## src/rmra_pkg.sv

```systemverilog
`default_nettype none
// ----------------------------------------------------------------------------
// rmra_pkg : rate monotonic rank assignment, shared definitions
// Field widths, action codes and the payload and memory request types.
// ----------------------------------------------------------------------------
package rmra_pkg;

    localparam int SLOT_W    = 4;
    localparam int PERIOD_W  = 32;
    localparam int RANK_W    = 5;
    localparam int SLOT_SPAN = 16;

    localparam logic ACT_INSERT  = 1'b0;
    localparam logic ACT_RELEASE = 1'b1;

    localparam logic [RANK_W-1:0] RANK_ONE = RANK_W'(1);

    typedef struct packed {
        logic                action;
        logic [SLOT_W-1:0]   slot;
        logic [PERIOD_W-1:0] period;
        logic                task_dormant;
    } t_task_item;

    typedef struct packed {
        logic [SLOT_W-1:0] out_slot;
        logic [RANK_W-1:0] rank;
        logic              last;
    } t_rank_item;

    typedef struct packed {
        logic                wr_en;
        logic [SLOT_W-1:0]   wr_addr;
        logic [PERIOD_W-1:0] wr_data;
        logic [SLOT_W-1:0]   rd_addr_a;
        logic [SLOT_W-1:0]   rd_addr_b;
    } t_mem_req;

endpackage
`default_nettype wire

```

## src/rmra_if.sv

```systemverilog
`default_nettype none
// ----------------------------------------------------------------------------
// rmra_if : rate monotonic rank assignment, channel interfaces
// Valid/ready channels for task transactions and rank result transactions.
// ----------------------------------------------------------------------------
interface rmra_task_if;
    import rmra_pkg::*;

    logic       valid;
    logic       ready;
    t_task_item data;

    modport source (output valid, output data, input ready);
    modport sink   (input valid, input data, output ready);
endinterface

interface rmra_rank_if;
    import rmra_pkg::*;

    logic       valid;
    logic       ready;
    t_rank_item data;

    modport source (output valid, output data, input ready);
    modport sink   (input valid, input data, output ready);
endinterface
`default_nettype wire

```

## src/rmra_slot_mem.sv

```systemverilog
`default_nettype none
// ----------------------------------------------------------------------------
// rmra_slot_mem : task period memory
// One write port and two registered read ports over the slot periods.
// ----------------------------------------------------------------------------
module rmra_slot_mem #(
    parameter int DEPTH = 16
) (
    input  wire logic                           i_clk,
    input  wire rmra_pkg::t_mem_req             i_req,
    output logic [rmra_pkg::PERIOD_W-1:0]       o_rd_data_a,
    output logic [rmra_pkg::PERIOD_W-1:0]       o_rd_data_b
);
    import rmra_pkg::*;

    localparam int AW = (DEPTH > 1) ? $clog2(DEPTH) : 1;

    logic [PERIOD_W-1:0] r_mem [DEPTH];

    always_ff @(posedge i_clk) begin
        if (i_req.wr_en) begin
            r_mem[i_req.wr_addr[AW-1:0]] <= i_req.wr_data;
        end
        o_rd_data_a <= r_mem[i_req.rd_addr_a[AW-1:0]];
        o_rd_data_b <= r_mem[i_req.rd_addr_b[AW-1:0]];
    end

endmodule
`default_nettype wire

```

## src/rmra_seq.sv

```systemverilog
`default_nettype none
// ----------------------------------------------------------------------------
// rmra_seq : rank sequencer
// Tracks slot use, walks each used slot against every slot through one shared
// period comparator and registers one rank result transaction per used slot.
// ----------------------------------------------------------------------------
module rmra_seq #(
    parameter int MAX_TASKS = 16
) (
    input  wire logic                     i_clk,
    input  wire logic                     i_rst_n,
    rmra_task_if.sink                     i_task,
    rmra_rank_if.source                   o_rank,
    output rmra_pkg::t_mem_req            o_mem_req,
    input  wire logic [rmra_pkg::PERIOD_W-1:0] i_rd_data_a,
    input  wire logic [rmra_pkg::PERIOD_W-1:0] i_rd_data_b
);
    import rmra_pkg::*;

    localparam int DEPTH = (MAX_TASKS < SLOT_SPAN) ? MAX_TASKS : SLOT_SPAN;
    localparam int IW    = (DEPTH > 1) ? $clog2(DEPTH) : 1;
    localparam logic [IW-1:0] LAST_IDX = IW'(DEPTH - 1);

    typedef enum logic [2:0] {
        S_IDLE,
        S_ROW,
        S_SCAN,
        S_DRAIN,
        S_EMIT
    } t_state;

    t_state            r_state;
    logic [DEPTH-1:0]  r_used;
    logic [IW-1:0]     r_i;
    logic [IW-1:0]     r_j;
    logic [RANK_W-1:0] r_rank;
    logic              r_cmp_vld;
    logic              r_cmp_en;
    logic              r_out_vld;
    t_rank_item        r_out;

    logic          w_accept;
    logic          w_slot_ok;
    logic [IW-1:0] w_slot;
    logic          w_hit;
    logic          w_above;
    logic          w_out_free;

    assign i_task.ready = (r_state == S_IDLE);
    assign w_accept     = i_task.valid && i_task.ready;
    assign w_slot_ok    = int'(i_task.data.slot) < MAX_TASKS;
    assign w_slot       = i_task.data.slot[IW-1:0];
    assign w_hit        = r_cmp_vld && r_cmp_en && (i_rd_data_b > i_rd_data_a);
    assign w_out_free   = !r_out_vld || o_rank.ready;

    assign o_rank.valid = r_out_vld;
    assign o_rank.data  = r_out;

    always_comb begin
        o_mem_req.wr_en     = w_accept && w_slot_ok
                              && (i_task.data.action == ACT_INSERT)
                              && i_task.data.task_dormant
                              && (i_task.data.period != '0);
        o_mem_req.wr_addr   = i_task.data.slot;
        o_mem_req.wr_data   = i_task.data.period;
        o_mem_req.rd_addr_a = SLOT_W'(r_i);
        o_mem_req.rd_addr_b = SLOT_W'(r_j);
    end

    always_comb begin
        w_above = 1'b0;
        for (int k = 0; k < DEPTH; k++) begin
            if (r_used[k] && (IW'(k) > r_i)) begin
                w_above = 1'b1;
            end
        end
    end

    always_ff @(posedge i_clk) begin
        if (!i_rst_n) begin
            r_state   <= S_IDLE;
            r_used    <= '0;
            r_cmp_vld <= 1'b0;
            r_out_vld <= 1'b0;
        end else begin
            if (r_out_vld && o_rank.ready) begin
                r_out_vld <= 1'b0;
            end
            r_cmp_vld <= 1'b0;
            if (w_hit) begin
                r_rank <= r_rank + RANK_ONE;
            end
            unique case (r_state)
                S_IDLE: begin
                    if (w_accept && w_slot_ok) begin
                        if (i_task.data.action == ACT_RELEASE) begin
                            r_used[w_slot] <= 1'b0;
                        end else if (o_mem_req.wr_en) begin
                            r_used[w_slot] <= 1'b1;
                            r_i            <= '0;
                            r_state        <= S_ROW;
                        end
                    end
                end
                S_ROW: begin
                    if (r_used[r_i]) begin
                        r_j     <= '0;
                        r_rank  <= RANK_ONE;
                        r_state <= S_SCAN;
                    end else if (r_i == LAST_IDX) begin
                        r_state <= S_IDLE;
                    end else begin
                        r_i <= r_i + IW'(1);
                    end
                end
                S_SCAN: begin
                    r_cmp_vld <= 1'b1;
                    r_cmp_en  <= r_used[r_j];
                    if (r_j == LAST_IDX) begin
                        r_state <= S_DRAIN;
                    end else begin
                        r_j <= r_j + IW'(1);
                    end
                end
                S_DRAIN: begin
                    r_state <= S_EMIT;
                end
                S_EMIT: begin
                    if (w_out_free) begin
                        r_out_vld      <= 1'b1;
                        r_out.out_slot <= SLOT_W'(r_i);
                        r_out.rank     <= r_rank;
                        r_out.last     <= !w_above;
                        if (!w_above) begin
                            r_state <= S_IDLE;
                        end else begin
                            r_i     <= r_i + IW'(1);
                            r_state <= S_ROW;
                        end
                    end
                end
                default: begin
                    r_state <= S_IDLE;
                end
            endcase
        end
    end

endmodule
`default_nettype wire

```

## src/rate_monotonic_rank_assign_core.sv

```systemverilog
`default_nettype none
// ----------------------------------------------------------------------------
// rate_monotonic_rank_assign_core : rate monotonic rank assignment
// Slot table of task periods; an insert re-ranks every used slot.
// ----------------------------------------------------------------------------
// A release or a rejected insert is taken in the idle state and leaves the
// input ready. An accepted insert walks the D = min(MAX_TASKS, 16) slots row
// by row and can be held in its emit state by output stalls. One period
// comparator with a two-port period memory is walked over each used slot
// paired with every slot, one pair per cycle within a row. Input is not
// ready during that walk; the final result sits in an output register while
// the next transaction enters.
module rate_monotonic_rank_assign_core #(
    parameter int MAX_TASKS = 16
) (
    input  wire logic   i_clk,
    input  wire logic   i_rst_n,
    rmra_task_if.sink   i_task,
    rmra_rank_if.source o_rank
);
    import rmra_pkg::*;

    localparam int DEPTH = (MAX_TASKS < SLOT_SPAN) ? MAX_TASKS : SLOT_SPAN;

    t_mem_req            w_mem_req;
    logic [PERIOD_W-1:0] w_rd_data_a;
    logic [PERIOD_W-1:0] w_rd_data_b;

    rmra_seq #(
        .MAX_TASKS (MAX_TASKS)
    ) u_seq (
        .i_clk       (i_clk),
        .i_rst_n     (i_rst_n),
        .i_task      (i_task),
        .o_rank      (o_rank),
        .o_mem_req   (w_mem_req),
        .i_rd_data_a (w_rd_data_a),
        .i_rd_data_b (w_rd_data_b)
    );

    rmra_slot_mem #(
        .DEPTH (DEPTH)
    ) u_slot_mem (
        .i_clk       (i_clk),
        .i_req       (w_mem_req),
        .o_rd_data_a (w_rd_data_a),
        .o_rd_data_b (w_rd_data_b)
    );

endmodule
`default_nettype wire

```

## src/flat_wrapper.sv

```systemverilog
// flat-port wrapper written by rule: the top's interface ports become plain ports
module rate_monotonic_rank_assign_core_flat import rmra_pkg::*;
#(
    parameter int MAX_TASKS = 16
)
  (i_clk, i_rst_n, i_task_valid, i_task_data, i_task_ready, o_rank_valid, o_rank_data, o_rank_ready);
  rmra_task_if i_task_i ();
  rmra_rank_if o_rank_i ();
  input  wire logic i_clk;
  input  wire logic i_rst_n;
  input wire logic [$bits(i_task_i.valid)-1:0] i_task_valid;
  input wire logic [$bits(i_task_i.data)-1:0] i_task_data;
  output wire logic [$bits(i_task_i.ready)-1:0] i_task_ready;
  output wire logic [$bits(o_rank_i.valid)-1:0] o_rank_valid;
  output wire logic [$bits(o_rank_i.data)-1:0] o_rank_data;
  input wire logic [$bits(o_rank_i.ready)-1:0] o_rank_ready;
  assign i_task_i.valid = i_task_valid;
  assign i_task_i.data = i_task_data;
  assign i_task_ready = i_task_i.ready;
  assign o_rank_valid = o_rank_i.valid;
  assign o_rank_data = o_rank_i.data;
  assign o_rank_i.ready = o_rank_ready;
  rate_monotonic_rank_assign_core #(.MAX_TASKS(MAX_TASKS)) u_core (.i_clk(i_clk), .i_rst_n(i_rst_n), .i_task(i_task_i), .o_rank(o_rank_i));
endmodule
```

## config.mk

```make
export PLATFORM = sky130hd
export DESIGN_NAME = rate_monotonic_rank_assign_core_flat
export DESIGN_NICKNAME = d
export VERILOG_FILES = /design/src/rmra_pkg.sv /design/src/rmra_if.sv /design/src/rmra_slot_mem.sv /design/src/rmra_seq.sv /design/src/rate_monotonic_rank_assign_core.sv /design/src/flat_wrapper.sv
export SDC_FILE = /design/constraint.sdc
export NUM_CORES = 1
export LEC_CHECK = 0
export BUFFER_PORTS_ARGS = -buffer_cell sky130_fd_sc_hd__buf_2
export CAP_MARGIN = 30
export CORE_MARGIN = 8
export CORE_UTILIZATION = 25
export DETAILED_ROUTE_END_ITERATION = 8
export PLACE_DENSITY = 0.48
export SYNTH_ARGS = -nofsm -noshare
export SYNTH_HDL_FRONTEND = slang
export SYNTH_SLANG_ARGS = --single-unit
```

## constraint.sdc

```tcl
create_clock -name i_clk -period 9.6 [get_ports i_clk]
set_input_delay 1.44 -clock i_clk [delete_from_list [all_inputs] [get_ports i_clk]]
set_output_delay 1.44 -clock i_clk [all_outputs]
set_load 0.005 [all_outputs]
```

# --- Word-level counts from Yosys, hierarchy flattened ---
# Memories as Yosys holds them, arrays and structs flattened. A register that Yosys moved wholly into a read port is not among the register bits.
# Cells that the tools add are included.
word_totals:
  ff_bits: 45
  ram_bits: 512
  in_bits: 42
  output_inout_bits: 12
  elab_cells: 148
  n_memories: 1
classes:
  addsub: 3
  n_lt_le_gt_ge: 21
  eq_ne: 17
  n_mux: 53
  bitwise: 4
  n_reduce_logical: 38
mem_list:
  columns: ["name", "words", "word_bits", "read_ports", "rd_ports_with_merged_regs", "wr", "line", "rtl"]
  rows:
  - ["u_core.u_slot_mem.r_mem", 16, 32, 2, 2, 1, "rmra_slot_mem.sv:18", "logic [PERIOD_W-1:0] r_mem [DEPTH];"]
op_table:
  columns: ["cell", "count"]
  rows:
  - ["4-bit two-way mux", 9]
  - ["32-bit greater-than comparator", 1]
  - ["4-bit greater-than comparator, first input constant", 8]
  - ["16-bit two-way mux", 2]
  - ["32-bit nonzero test", 1]
  - ["1-bit two-way mux", 26]
  - ["1-bit logical AND", 24]
  - ["3-bit two-way mux", 7]
  - ["16-bit AND", 1]
  - ["3-bit by 4-bit greater-than comparator with 1-bit output, first input constant", 4]
  - ["2-bit != test, second input constant", 8]
  - ["16-bit inverter", 1]
  - ["16-bit OR", 1]
  - ["4-bit by 5-bit < comparator with 1-bit output, second input constant", 3]
  - ["5-bit two-way mux", 3]
  - ["3-bit case mux with 5 select lines", 1]
  - ["4-bit case mux with 3 select lines", 1]
  - ["9-bit AND reduction", 1]
  - ["4-bit by 1-bit adder with 4-bit output, second input constant", 2]
  - ["1-bit binary-select mux with 4-bit select", 2]
  - ["4-bit equality test, second input constant", 2]
  - ["1-bit by 4-bit greater-than comparator with 1-bit output, first input constant", 2]
  - ["2-bit by 4-bit greater-than comparator with 1-bit output, first input constant", 2]
  - ["4-bit case mux with 2 select lines", 1]
  - ["18 further kinds", 23]

# --- Logic depth before layout (Yosys ltp) ---
# Gate-level depths: netlist of the first run.
depth:
  word_depth: 21
  depth_mapped: 9
  mapped_depth_nobuf: 8

# --- By module ---
# Synthesis of the first run repeated with hierarchy kept, for this count alone.
unflattened:
  cells_unflattened: 1534
  hier_area_um2: 27999.4
by_module_without_submodules:
  columns: ["mod", "instances", "cells_per_inst", "area_each_um2", "seq_area_each_um2"]
  rows:
  - ["rmra_slot_mem", 1, 1141, 24203.2, 16656.0]
  - ["rmra_seq", 1, 393, 3796.1, 1141.1]

# --- Least setup slack after synthesis of the first run ---
# OpenSTA, ideal clock, no wires.
synth_timing:
  path_type: "input -> register"
  start: "in i_task_data[37]"
  end: "mem u_core.u_slot_mem.r_mem[9][0] (enable)"
  arrival_time_ns: 3.650
  t_required_ns: 9.177
  setup_slack_ns: 5.527
  cell_stages: 5
  n_path_buf: 1
  path_cell_list: "and4b_1 -> o21ai_0 -> clkbuf_1 -> or2_2 -> nor2_1"
synth_between:
  elab_chain_cells: 6
synth_lines:
  columns: ["element", "line", "rtl"]
  rows:
  - ["from (decl)", "flat_wrapper.sv:12", "input wire logic [$bits(i_task_i.data)-1:0] i_task_data;"]
  - ["1-bit inverter", "rmra_seq.sv:61", "&& (i_task.data.action == ACT_INSERT)"]
  - ["1-bit logical AND", "rmra_seq.sv:61", null]
  - ["1-bit logical AND", "rmra_seq.sv:62", "&& i_task.data.task_dormant"]
  - ["1-bit logical AND", "rmra_seq.sv:63", "&& (i_task.data.period != '0);"]
  - ["1-bit two-way mux", "rmra_slot_mem.sv:21", "if (i_req.wr_en) begin"]
  - ["1-bit two-way mux (not written as such)", "rmra_slot_mem.sv:22", "r_mem[i_req.wr_addr[AW-1:0]] <= i_req.wr_data;"]
  - ["to (decl)", "rmra_slot_mem.sv:18", null]
# Every way passes these cells.

# --- Worst setup path after layout of the first run ---
layout_timing:
  start: "in i_task_data[17]"
  end: "mem u_core.u_slot_mem.r_mem[5][23] (enable)"
layout_between:
  elab_chain_cells: 4
layout_lines:
  columns: ["element", "line"]
  rows:
  - ["32-bit nonzero test", "rmra_seq.sv:63"]
  - ["1-bit logical AND", "rmra_seq.sv:63"]
  - ["1-bit two-way mux", "rmra_slot_mem.sv:21"]
  - ["1-bit two-way mux (not written as such)", "rmra_slot_mem.sv:22"]
# Every way passes these cells.

==> results of run 1 <==
-- layout make-up --
| cell class | instances | area share |
|---|---|---|
| inverter | 40 | 0.00461 |
| sequential | 621 | 0.547 |
| clock inverter | 40 | 0.0157 |
| tap | 1488 | 0.0572 |
| clock buffer | 93 | 0.0594 |
| multi-input combinational | 794 | 0.294 |
| antenna | 1 | 0.0000769 |
| timing repair buffer | 96 | 0.0222 |
-- cell usage after synthesis, types with 3 or more instances --
library cell  number
mux2i_1          133
nand4_1           10
a311oi_1          11
o221ai_1          64
xnor2_1            3
a21oi_1           59
nand2b_1          11
and2_1             3
ha_1              38
o211ai_1           3
o21a_1             5
inv_1             39
dfxtp_1           85
nor2b_1            8
nand3_1            9
nand2_1           57
nor2_1            40
edfxtp_1         536
clkbuf_1          60
buf_1             15
a31oi_1            9
mux4_1             3
o22ai_1           34
mux4_2           231
a211oi_1           3
a21o_1             5
nor4_1            10
o21ai_0           10
buf_2             24
nor3_1             6
-- worst max path at each step --
stage / slack (ns) / end / startpoint
floorplan: 5.53 / u_core.u_slot_mem.r_mem[9][0]$_DFFE_PP_ / i_task_data[37]
global placement: 5.02 / u_core.u_slot_mem.r_mem[6][16]$_DFFE_PP_ / i_task_data[17]
detailed placement: 5.11 / u_core.u_slot_mem.r_mem[5][16]$_DFFE_PP_ / i_task_data[17]
CTS: 5.73 / u_core.u_slot_mem.o_rd_data_a[16]$_DFF_P_ / u_core.u_seq.r_i[0]$_SDFFCE_PN0P_
global route: 5.54 / u_core.u_slot_mem.o_rd_data_a[17]$_DFF_P_ / u_core.u_seq.r_i[0]$_SDFFCE_PN0P_
finish: 5.75 / u_core.u_slot_mem.r_mem[5][23]$_DFFE_PP_ / i_task_data[17]
-- critical path: cells and delay by family --
family	cells	cell delay, ns
AOI/OAI and AO/OA	1	0.26
buffers and inverters	3	0.81
and+or+nand+nor	4	1.54
-- power breakdown --
group          switching (W)  internal (W)  total [W]
clock network        0.00115       0.00166    0.00281
registers          0.0000334       0.00301    0.00304
logic               0.000541      0.000338   0.000879
total                0.00172       0.00501    0.00673
-- routing by layer --
layer / vias to the layer above / track usage / wire length, um
li1: 6693 / - / -
met1: 8322 / 0.174 / 35500
met2: 429 / 0.209 / 37800
met3: 123 / 0.0227 / 4080
met4: 10 / 0.0357 / 1600
met5: - / 0 / 58
-- stage by stage --
stage | hold WS [ns] | setup slack, ns | total power [W] | cell area (sq um)
floorplan | 0.440 | 5.53 | 0.00366 | 27800
global placement | 0.468 | 5.02 | 0.00396 | 29900
detailed placement | 0.490 | 5.11 | 0.00398 | 30000
CTS | 0.496 | 5.73 | 0.00682 | 32500
global route | 0.511 | 5.54 | 0.00700 | 32500
finish | 0.490 | 5.75 | 0.00673 | 32500
-- sequential cells by signal, indices dropped and copies added, names as in the netlist, named ones only --
| register | count |
|---|---|
| u_core.u_seq.r_i | 4 |
| u_core.u_slot_mem.r_mem | 512 |
| u_core.u_seq.r_cmp_vld | 1 |
| u_core.u_seq.r_cmp_en | 1 |
| u_core.u_slot_mem.o_rd_data_a | 32 |
| u_core.u_seq.r_j | 4 |
| u_core.u_seq.r_state | 3 |
| u_core.u_seq.r_rank | 5 |
| u_core.u_slot_mem.o_rd_data_b | 32 |
| u_core.u_seq.o_rank.data | 10 |
| u_core.u_seq.o_rank.valid | 1 |
-- logic make-up after synthesis --
group / share of synthesized area
muxes: 0.238
DFF: 0.640
and+or+nand+nor: 0.0293
buffers and inverters: 0.0206
adders and majority gates: 0.0171
AOI/OAI and AO/OA: 0.0539
xor gates and xnor gates: 0.00126
==> impl_metrics.env, run 1 <==
export IMPL_yosysSeqAreaShare=0.640
export IMPL_dp_cells=3036
export IMPL_antenna_found_initial=11
export IMPL_synth_top_area_frac=0.578
export IMPL_crit_arrival_ns=4.10
export IMPL_crit_fanout=32
export IMPL_syn_num_nets=1636
export IMPL_yosys_warnings=0
export IMPL_ios=54
export IMPL_insertion_delay_ns=0.63
export IMPL_dp_hpwl_mm=43.6
export IMPL_worst_r2r_endpoint="u_core.u_slot_mem.o_rd_data_a[17]$_DFF_P_"
export IMPL_cpPeakStageDelay_ns=0.67
export IMPL_clk_pin_slew_ns=0.06
export IMPL_netlist_instances=1556
export IMPL_drc_errors=0
export IMPL_num_fill_cells=10900
export IMPL_r2r_start="u_core.u_seq.r_i[0]$_SDFFCE_PN0P_"
export IMPL_criticalPathCategory="primary input to register"
export IMPL_clock_sinks=621
export IMPL_post_route_util=0.295
export IMPL_p_leak_nw=10.6
export IMPL_ant_nets=0
export IMPL_min_to="u_core.u_seq.o_rank.data[5]$_DFFE_PP_"
export IMPL_slew_headroom=0.338
export IMPL_fin_skew_ns=0.0281
export IMPL_rr_worst_depth=7
export IMPL_avgViaCountPerCell=4.91
export IMPL_fmax_mhz=260
export IMPL_setup_violations_final=0
export IMPL_gp_congestion=0.747
export IMPL_tns_ns=0
export IMPL_wl_mm=79.1
export IMPL_drive_gt1_frac=0.274
export IMPL_port_buffers=53
export IMPL_layout_common_cells="edfxtp_1, mux4_2, mux2i_1, dfxtp_1, clkbuf_16"
export IMPL_die_h_um=350
export IMPL_nNetsFinal=1706
export IMPL_die_w_um=350
export IMPL_start_util=0.252
export IMPL_multiInputGateArea_sq_um=9570
export IMPL_wire_per_inst_um=24.9
export IMPL_synth_ff_type="edfxtp_1"
export IMPL_power_density_nw_per_um2=207
export IMPL_tightest_slew_ns=0.993
export IMPL_avgSynthCellArea_sq_um=17.9
export IMPL_r2r_slack_ns=5.79
export IMPL_crit_slowest_cell="nor4_1"
export IMPL_vias=15600
export IMPL_grt_pass1_wl_mm=116
export IMPL_cts_root_buf="clkbuf_16"
export IMPL_finalNonFillerCells=3173
export IMPL_grt_pass1_vias=16500
export IMPL_synth_cell_types=54
export IMPL_path_cells="buf_2 > nor4_1 > nand4_1 > o21ai_0 > buf_4 > nand2b_1 > nor2_4 > buf_4"
export IMPL_period_needed_ns=3.85
export IMPL_max_vdd_ir_drop_mv=0.142
export IMPL_cap_violations=0
export IMPL_final_common_cell="edfxtp_1"
export IMPL_hold_path_class="register to register"
export IMPL_htree_levels=3
export IMPL_numCtsBuffers=73
export IMPL_rsz0062_at_grt="false"
export IMPL_endpoint_kind="register"
export IMPL_status="completed"
export IMPL_seq_area_sq_um=17800
export IMPL_slew_viol_final=0
export IMPL_async_flop_share=0
export IMPL_cpMostUsedCell="buf_4"
export IMPL_row_count=122
export IMPL_critPathLaunchType="primary input"
export IMPL_track_usage=0.128
export IMPL_yosysTopAreaCell="edfxtp_1"
export IMPL_postCtsSetupBuffers=0
export IMPL_min_from="u_core.u_seq.r_rank[4]$_DFFE_PP_"
export IMPL_drt_pass1_iter_count=5
export IMPL_syn_to_final_growth_pct=17.0
export IMPL_synth_edf_count=536
export IMPL_synth_area_sq_um=27800
export IMPL_fin_crit_sh=0.401
export IMPL_core_area_sq_um=111000
export IMPL_cts_resized=0
export IMPL_grt_max_degree=135
export IMPL_cts_hold_buf=0
export IMPL_whs_path_depth=0
export IMPL_drtIter0Drc=1270
export IMPL_die_area_sq_um=122000
export IMPL_worst_ep_required_time_ns=9.85
export IMPL_clock_path_buffers=3
export IMPL_synth_seq_cells=621
export IMPL_ys_top_cells_by_area="edfxtp_1, mux4_2, dfxtp_1"
export IMPL_grt_overflow=0
export IMPL_hold_viol=0
export IMPL_cts_tree="done"
(Power assumes the default switching activity.)
==> inputs of run 2 (changes only) <==
--- a/config.mk
+++ b/config.mk
@@ -5,6 +5,7 @@
 export SDC_FILE = /design/constraint.sdc
 export NUM_CORES = 1
 export LEC_CHECK = 0
+export ABC_AREA = 1
 export BUFFER_PORTS_ARGS = -buffer_cell sky130_fd_sc_hd__buf_2
 export CAP_MARGIN = 30
 export CORE_MARGIN = 8
==> constraint.sdc (replaced) <==
create_clock -name i_clk -period 3.91 [get_ports i_clk]
set_input_delay 0.5865 -clock i_clk [delete_from_list [all_inputs] [get_ports i_clk]]
set_output_delay 0.5865 -clock i_clk [all_outputs]
set_load 0.005 [all_outputs]
==> run 2 against run 1 <==
Global-route usage grew 2.0 points. Total power grew to 2.8 times the previous value. Clock-buffer cell count grew 6. Via count is 45% higher. Sequential cell count stayed put. Synthesized area is 5.4% higher. Sequential power increased to 2.6 times the previous value. Die area grew 5.2%. Sequential share of layout area shrank 2.0 points. Routed wire length up 23%.
==> impl_metrics.env, run 2 <==
export IMPL_status="completed"
export IMPL_track_usage=0.147
export IMPL_total_power_w=0.0189
export IMPL_grt_pass1_vias=21500
export IMPL_yosysSeqAreaShare=0.607
export IMPL_synth_edf_count=536
export IMPL_port_buffers=53
export IMPL_postCtsSetupBuffers=0
export IMPL_dp_hpwl_mm=53.4
export IMPL_r2r_start="u_core.u_seq.r_state[0]$_SDFFE_PN0P_"
export IMPL_drtIter0Drc=2171
export IMPL_m1WireLength_mm=44.8
export IMPL_crit_fanout=23
export IMPL_clock_sinks=621
export IMPL_synth_area_sq_um=29300
export IMPL_layout_common_cells="o21ai_0, edfxtp_1, a21oi_1, inv_1, nand2_1"
export IMPL_drive_gt1_frac=0.0911
export IMPL_netlist_instances=3025
export IMPL_antenna_found_initial=5
export IMPL_hold_path_class="primary input to register"
export IMPL_synth_top_area_frac=0.549
export IMPL_slew_viol_final=0
export IMPL_synth_cell_types=40
export IMPL_rsz0062_at_grt="false"
export IMPL_core_area_sq_um=116000
export IMPL_syn_to_final_growth_pct=15.1
export IMPL_synth_seq_cells=621
export IMPL_nNetsFinal=3106
export IMPL_avgViaCountPerCell=4.89
export IMPL_yosys_top_cells_count="o21ai_0, edfxtp_1, a21oi_1"
export IMPL_fmax_mhz=325
export IMPL_r2r_slack_ns=0.84
export IMPL_start_util=0.252
export IMPL_ant_nets=0
export IMPL_row_count=125
export IMPL_tns_ns=0
export IMPL_vias=22500
export IMPL_yosysTopAreaCell="edfxtp_1"
export IMPL_fin_skew_ns=0.0322
export IMPL_cts_tree="done"
export IMPL_die_area_sq_um=129000
export IMPL_crit_arrival_ns=3.33
export IMPL_insertion_delay_ns=0.64
export IMPL_fin_crit_sh=0.786
export IMPL_critPathLaunchType="register"
export IMPL_grt_pass1_wl_mm=142
export IMPL_cts_resized=0
export IMPL_drt_pass1_iter_count=5
export IMPL_ios=54
export IMPL_htree_levels=3
export IMPL_synth_ff_type="edfxtp_1"
export IMPL_criticalPathCategory="register to register"
export IMPL_tightest_slew_ns=1.10
export IMPL_min_from="i_task_data[12]"
export IMPL_slew_headroom=0.265
export IMPL_wl_mm=97.2
export IMPL_max_vdd_ir_drop_mv=0.296
export IMPL_cts_root_buf="clkbuf_16"
export IMPL_grt_max_degree=196
export IMPL_final_common_cell="o21ai_0"
export IMPL_setup_violations_final=0
export IMPL_setup_ws_ns=0.836
export IMPL_p_leak_nw=12.1
export IMPL_async_flop_share=0
export IMPL_ys_top_cells_by_area="edfxtp_1, o21ai_0, a21oi_1"
export IMPL_worst_ep_required_time_ns=4.16
export IMPL_period_needed_ns=3.07
export IMPL_numCtsBuffers=74
export IMPL_largest_reg_flops=512
export IMPL_drc_errors=0
export IMPL_clk_pin_slew_ns=0.06
export IMPL_dp_worst_setup_slack_ns=0.445
export IMPL_wl_met2_mm=43.7
export IMPL_wl_met3_mm=6.54
export IMPL_cp_startpoint="u_core.u_seq.r_state[0]$_SDFFE_PN0P_"
export IMPL_grt_overflow=0
export IMPL_cts_hold_buf=0
export IMPL_avgSynthCellArea_sq_um=9.70
export IMPL_yosys_warnings=0
export IMPL_syn_num_nets=3105
export IMPL_highest_layer="met5"
export IMPL_die_h_um=359
export IMPL_power_density_nw_per_um2=559
export IMPL_wire_per_inst_um=21.1
export IMPL_cap_violations=0
export IMPL_die_w_um=359
export IMPL_hold_viol=0
export IMPL_endpoint_kind="register"
export IMPL_gp_congestion=0.775
export IMPL_clock_path_buffers=3
export IMPL_synth_most_common_cell="o21ai_0"
[run 2: path summary, 6_finish.rpt]
check,to,cells after the start
max,u_core.u_slot_mem.r_mem[0][4]$_DFFE_PP_,10
min,u_core.u_slot_mem.r_mem[4][11]$_DFFE_PP_,1
max reg2reg,u_core.u_slot_mem.r_mem[0][4]$_DFFE_PP_,10
min reg2reg,u_core.u_seq.o_rank.data[5]$_DFFE_PP_,0
[run 2: layer usage]
metal	vias to the layer above	global-route usage
met2	780	0.233
met1	10900	0.206
met4	4	0.0428
met5	-	0
li1	10700	-
met3	142	0.0249
[run 2: cell type report]
class                   instances  area (sq um)
inverters                     303          1150
diodes                          2          5.00
flip-flops and latches        621         17800
repair buffers                133          1020
clock buffers                  99          2040
clock inverters                36           308
fillers                     12100         82600
well taps                    1524          1910
multi-input cells            1893          9530
[run 2: critical path, stage by stage (launching register included)]
cell and delay (ns):
dfxtp_1 0.33, inv_2 0.07, nand2_2 0.08, nor2_4 0.12, nand2_1 0.13, nor2_2 0.25
o21ai_2 0.21, o21ai_4 0.24, nand2_1 0.21, nor2_4 0.45, buf_4 0.52
[run 2: cells by family after synthesis]
kind of cell / count (synthesis) / synth area share
AO/OA/AOI/OAI: 1117 / 0.200
XOR/XNOR: 3 / 0.000896
adder cells (fa/ha/maj): 38 / 0.0162
buffers and inverters: 511 / 0.0717
flip-flops: 621 / 0.607
AND/OR/NAND/NOR: 735 / 0.104
[run 2: power by group]
group | internal [W] | total [W] | switching, W | leakage (nW)
logic | 0.00130 | 0.00440 | 0.00311 | 5.38
registers | 0.00760 | 0.00776 | 0.000158 | 5.54
clock network | 0.00393 | 0.00670 | 0.00277 | 1.14
total | 0.0128 | 0.0189 | 0.00604 | 12.1
[run 2: metrics by stage]
step                hold WS (ns)  instance area (sq um)  utilization  cells
CTS                        0.182                  33700        0.290   4608
global route               0.195                  33800        0.290   4609
finish                     0.218                  33800        0.290   4611
global placement           0.491                  31400        0.270   4473
detailed placement         0.496                  31400        0.270   4473
floorplan                  0.450                  29300            -   3025
==> inputs of run 3 (changes only) <==
--- a/config.mk
+++ b/config.mk
@@ -11,7 +11,7 @@
 export CORE_MARGIN = 8
 export CORE_UTILIZATION = 25
 export DETAILED_ROUTE_END_ITERATION = 8
-export PLACE_DENSITY = 0.48
+export PLACE_DENSITY = 0.49
 export SYNTH_ARGS = -nofsm -noshare
 export SYNTH_HDL_FRONTEND = slang
 export SYNTH_SLANG_ARGS = --single-unit
==> constraint.sdc (replaced) <==
create_clock -name i_clk -period 2.75 [get_ports i_clk]
set_input_delay 0.4125 -clock i_clk [delete_from_list [all_inputs] [get_ports i_clk]]
set_output_delay 0.4125 -clock i_clk [all_outputs]
set_load 0.005 [all_outputs]
==> run 3 against run 2 <==
Sequential share of layout area shrank 1.4 points. Critical path depth down 1. Clock-buffer cell count rose by 10. Total power increased by 43%. Global-route usage barely moved. Cell count grew 1.0%. Sequential power up 43%. Sequential cell count unchanged. Critical path type unchanged. Largest cell class unchanged.
==> impl_metrics.env, run 3 (synthesized netlist as in run 2, its figures left out) <==
export IMPL_grt_max_degree=86
export IMPL_syn_to_final_growth_pct=18.2
export IMPL_slew_viol_final=0
export IMPL_port_buffers=53
export IMPL_post_route_util=0.298
export IMPL_dp_hpwl_mm=58.2
export IMPL_die_area_sq_um=129000
export IMPL_fin_area_sq_um=34700
export IMPL_tns_ns=0
export IMPL_tightest_slew_ns=1.03
export IMPL_cts_resized=0
export IMPL_p_leak_nw=12.5
export IMPL_fin_crit_sh=0.893
export IMPL_core_area_sq_um=116000
export IMPL_vias=22800
export IMPL_slew_headroom=0.310
export IMPL_cts_root_buf="clkbuf_16"
export IMPL_die_h_um=359
export IMPL_hold_path_class="primary input to register"
export IMPL_layout_common_cells="o21ai_0, edfxtp_1, a21oi_1, inv_1, nand2_1"
export IMPL_worst_ep_required_time_ns=3.05
export IMPL_cts_hold_buf=0
export IMPL_crit_fanout=15
export IMPL_power_density_nw_per_um2=781
export IMPL_drtIter0Drc=2284
export IMPL_hold_viol=0
export IMPL_place_area_sq_um=32300
export IMPL_cts_tree="done"
export IMPL_largest_reg_flops=512
export IMPL_wl_mm=96.9
export IMPL_rsz0062_at_grt="false"
export IMPL_fin_skew_ns=0.0239
export IMPL_drt_pass1_iter_count=5
export IMPL_fmax_mhz=407
export IMPL_endpoint_kind="register"
export IMPL_row_count=125
export IMPL_clk_pin_slew_ns=0.06
export IMPL_clock_path_buffers=3
export IMPL_period_needed_ns=2.45
export IMPL_grt_pass1_wl_mm=143
export IMPL_ios=54
export IMPL_die_w_um=359
export IMPL_grt_pass1_vias=21700
export IMPL_critPathLaunchType="register"
export IMPL_gp_congestion=0.825
export IMPL_postCtsSetupBuffers=0
export IMPL_start_util=0.252
export IMPL_cap_violations=0
export IMPL_clock_sinks=621
export IMPL_numCtsBuffers=72
export IMPL_max_vdd_ir_drop_mv=0.427
export IMPL_setup_violations_final=0
export IMPL_wire_per_inst_um=20.8
export IMPL_status="completed"
export IMPL_drive_gt1_frac=0.108
export IMPL_nNetsFinal=3154
export IMPL_track_usage=0.147
export IMPL_ant_nets=0
export IMPL_insertion_delay_ns=0.61
export IMPL_htree_levels=3
export IMPL_criticalPathCategory="register to register"
export IMPL_crit_arrival_ns=2.75
export IMPL_antenna_found_initial=7
export IMPL_final_common_cell="o21ai_0"
export IMPL_avgViaCountPerCell=4.88
export IMPL_grt_overflow=0
export IMPL_drc_errors=0
## run 3: changes by cell type in the layout (fill, tap and decap cells not counted), moves of 3 or more
cell	previous run	this run
nor3_4	0	11
buf_12	11	48
nor3_2	13	2
clkbuf_1	18	21
clkinv_1	15	3
clkinv_8	3	0
clkbuf_8	5	13
buf_4	68	82
## run 3: final timing paths
path                                        start                                        to  slack, ns  cells after the start
min reg2reg                              register                                  register       0.50                      2
max          u_core.u_seq.r_state[0]$_SDFFE_PN0P_  u_core.u_slot_mem.r_mem[1][25]$_DFFE_PP_       0.30                      9
min                                  o_rank_ready      u_core.u_seq.o_rank.valid$_SDFF_PN0_       0.13                      4
max reg2reg  u_core.u_seq.r_state[0]$_SDFFE_PN0P_  u_core.u_slot_mem.r_mem[1][25]$_DFFE_PP_       0.30                      9
## run 3: critical path, cell delays in order, from the launching register on
cell	delay (ns)
dfxtp_1	0.33
inv_2	0.07
nand2_2	0.08
nor2_4	0.11
nand2_1	0.18
nor2_2	0.21
o21ai_2	0.14
buf_4	0.22
nor3_4	0.53
buf_12	0.25
## run 3: routing by layer
metal / track usage / routed length (um)
met2: 0.235 / 43800
met3: 0.0297 / 6700
met4: 0.0489 / 2820
met5: 0 / 27
met1: 0.199 / 43600
## run 3: layout make-up
cell class,count,area [sq um]
Antenna cell,3,7.51
Clock buffer,109,2130
Clock inverter,23,234
Fill cell,12100,81700
Inverter,303,1150
Multi-Input combinational cell,1893,9600
Sequential cell,621,17800
Tap cell,1524,1910
Timing Repair Buffer,183,1840
## run 3: report_power, final
part | switching [W] | internal [W] | leakage, nW
Clock | 0.00381 | 0.00574 | 1.16
Combinational | 0.00444 | 0.00202 | 5.83
Sequential | 0.000263 | 0.0108 | 5.54
Total | 0.00850 | 0.0186 | 12.5
## run 3: stage by stage
step,std cells,hold WS [ns],setup WS [ns],total power [W]
after global placement,4523,0.489,0.126,0.0177
final,4659,0.126,0.295,0.0271
after detailed placement,4524,0.487,0.131,0.0177
after global routing,4656,0.126,0.107,0.0285
after floorplan,3025,0.450,-0.129,0.0152
after CTS,4656,0.0730,0.281,0.0273
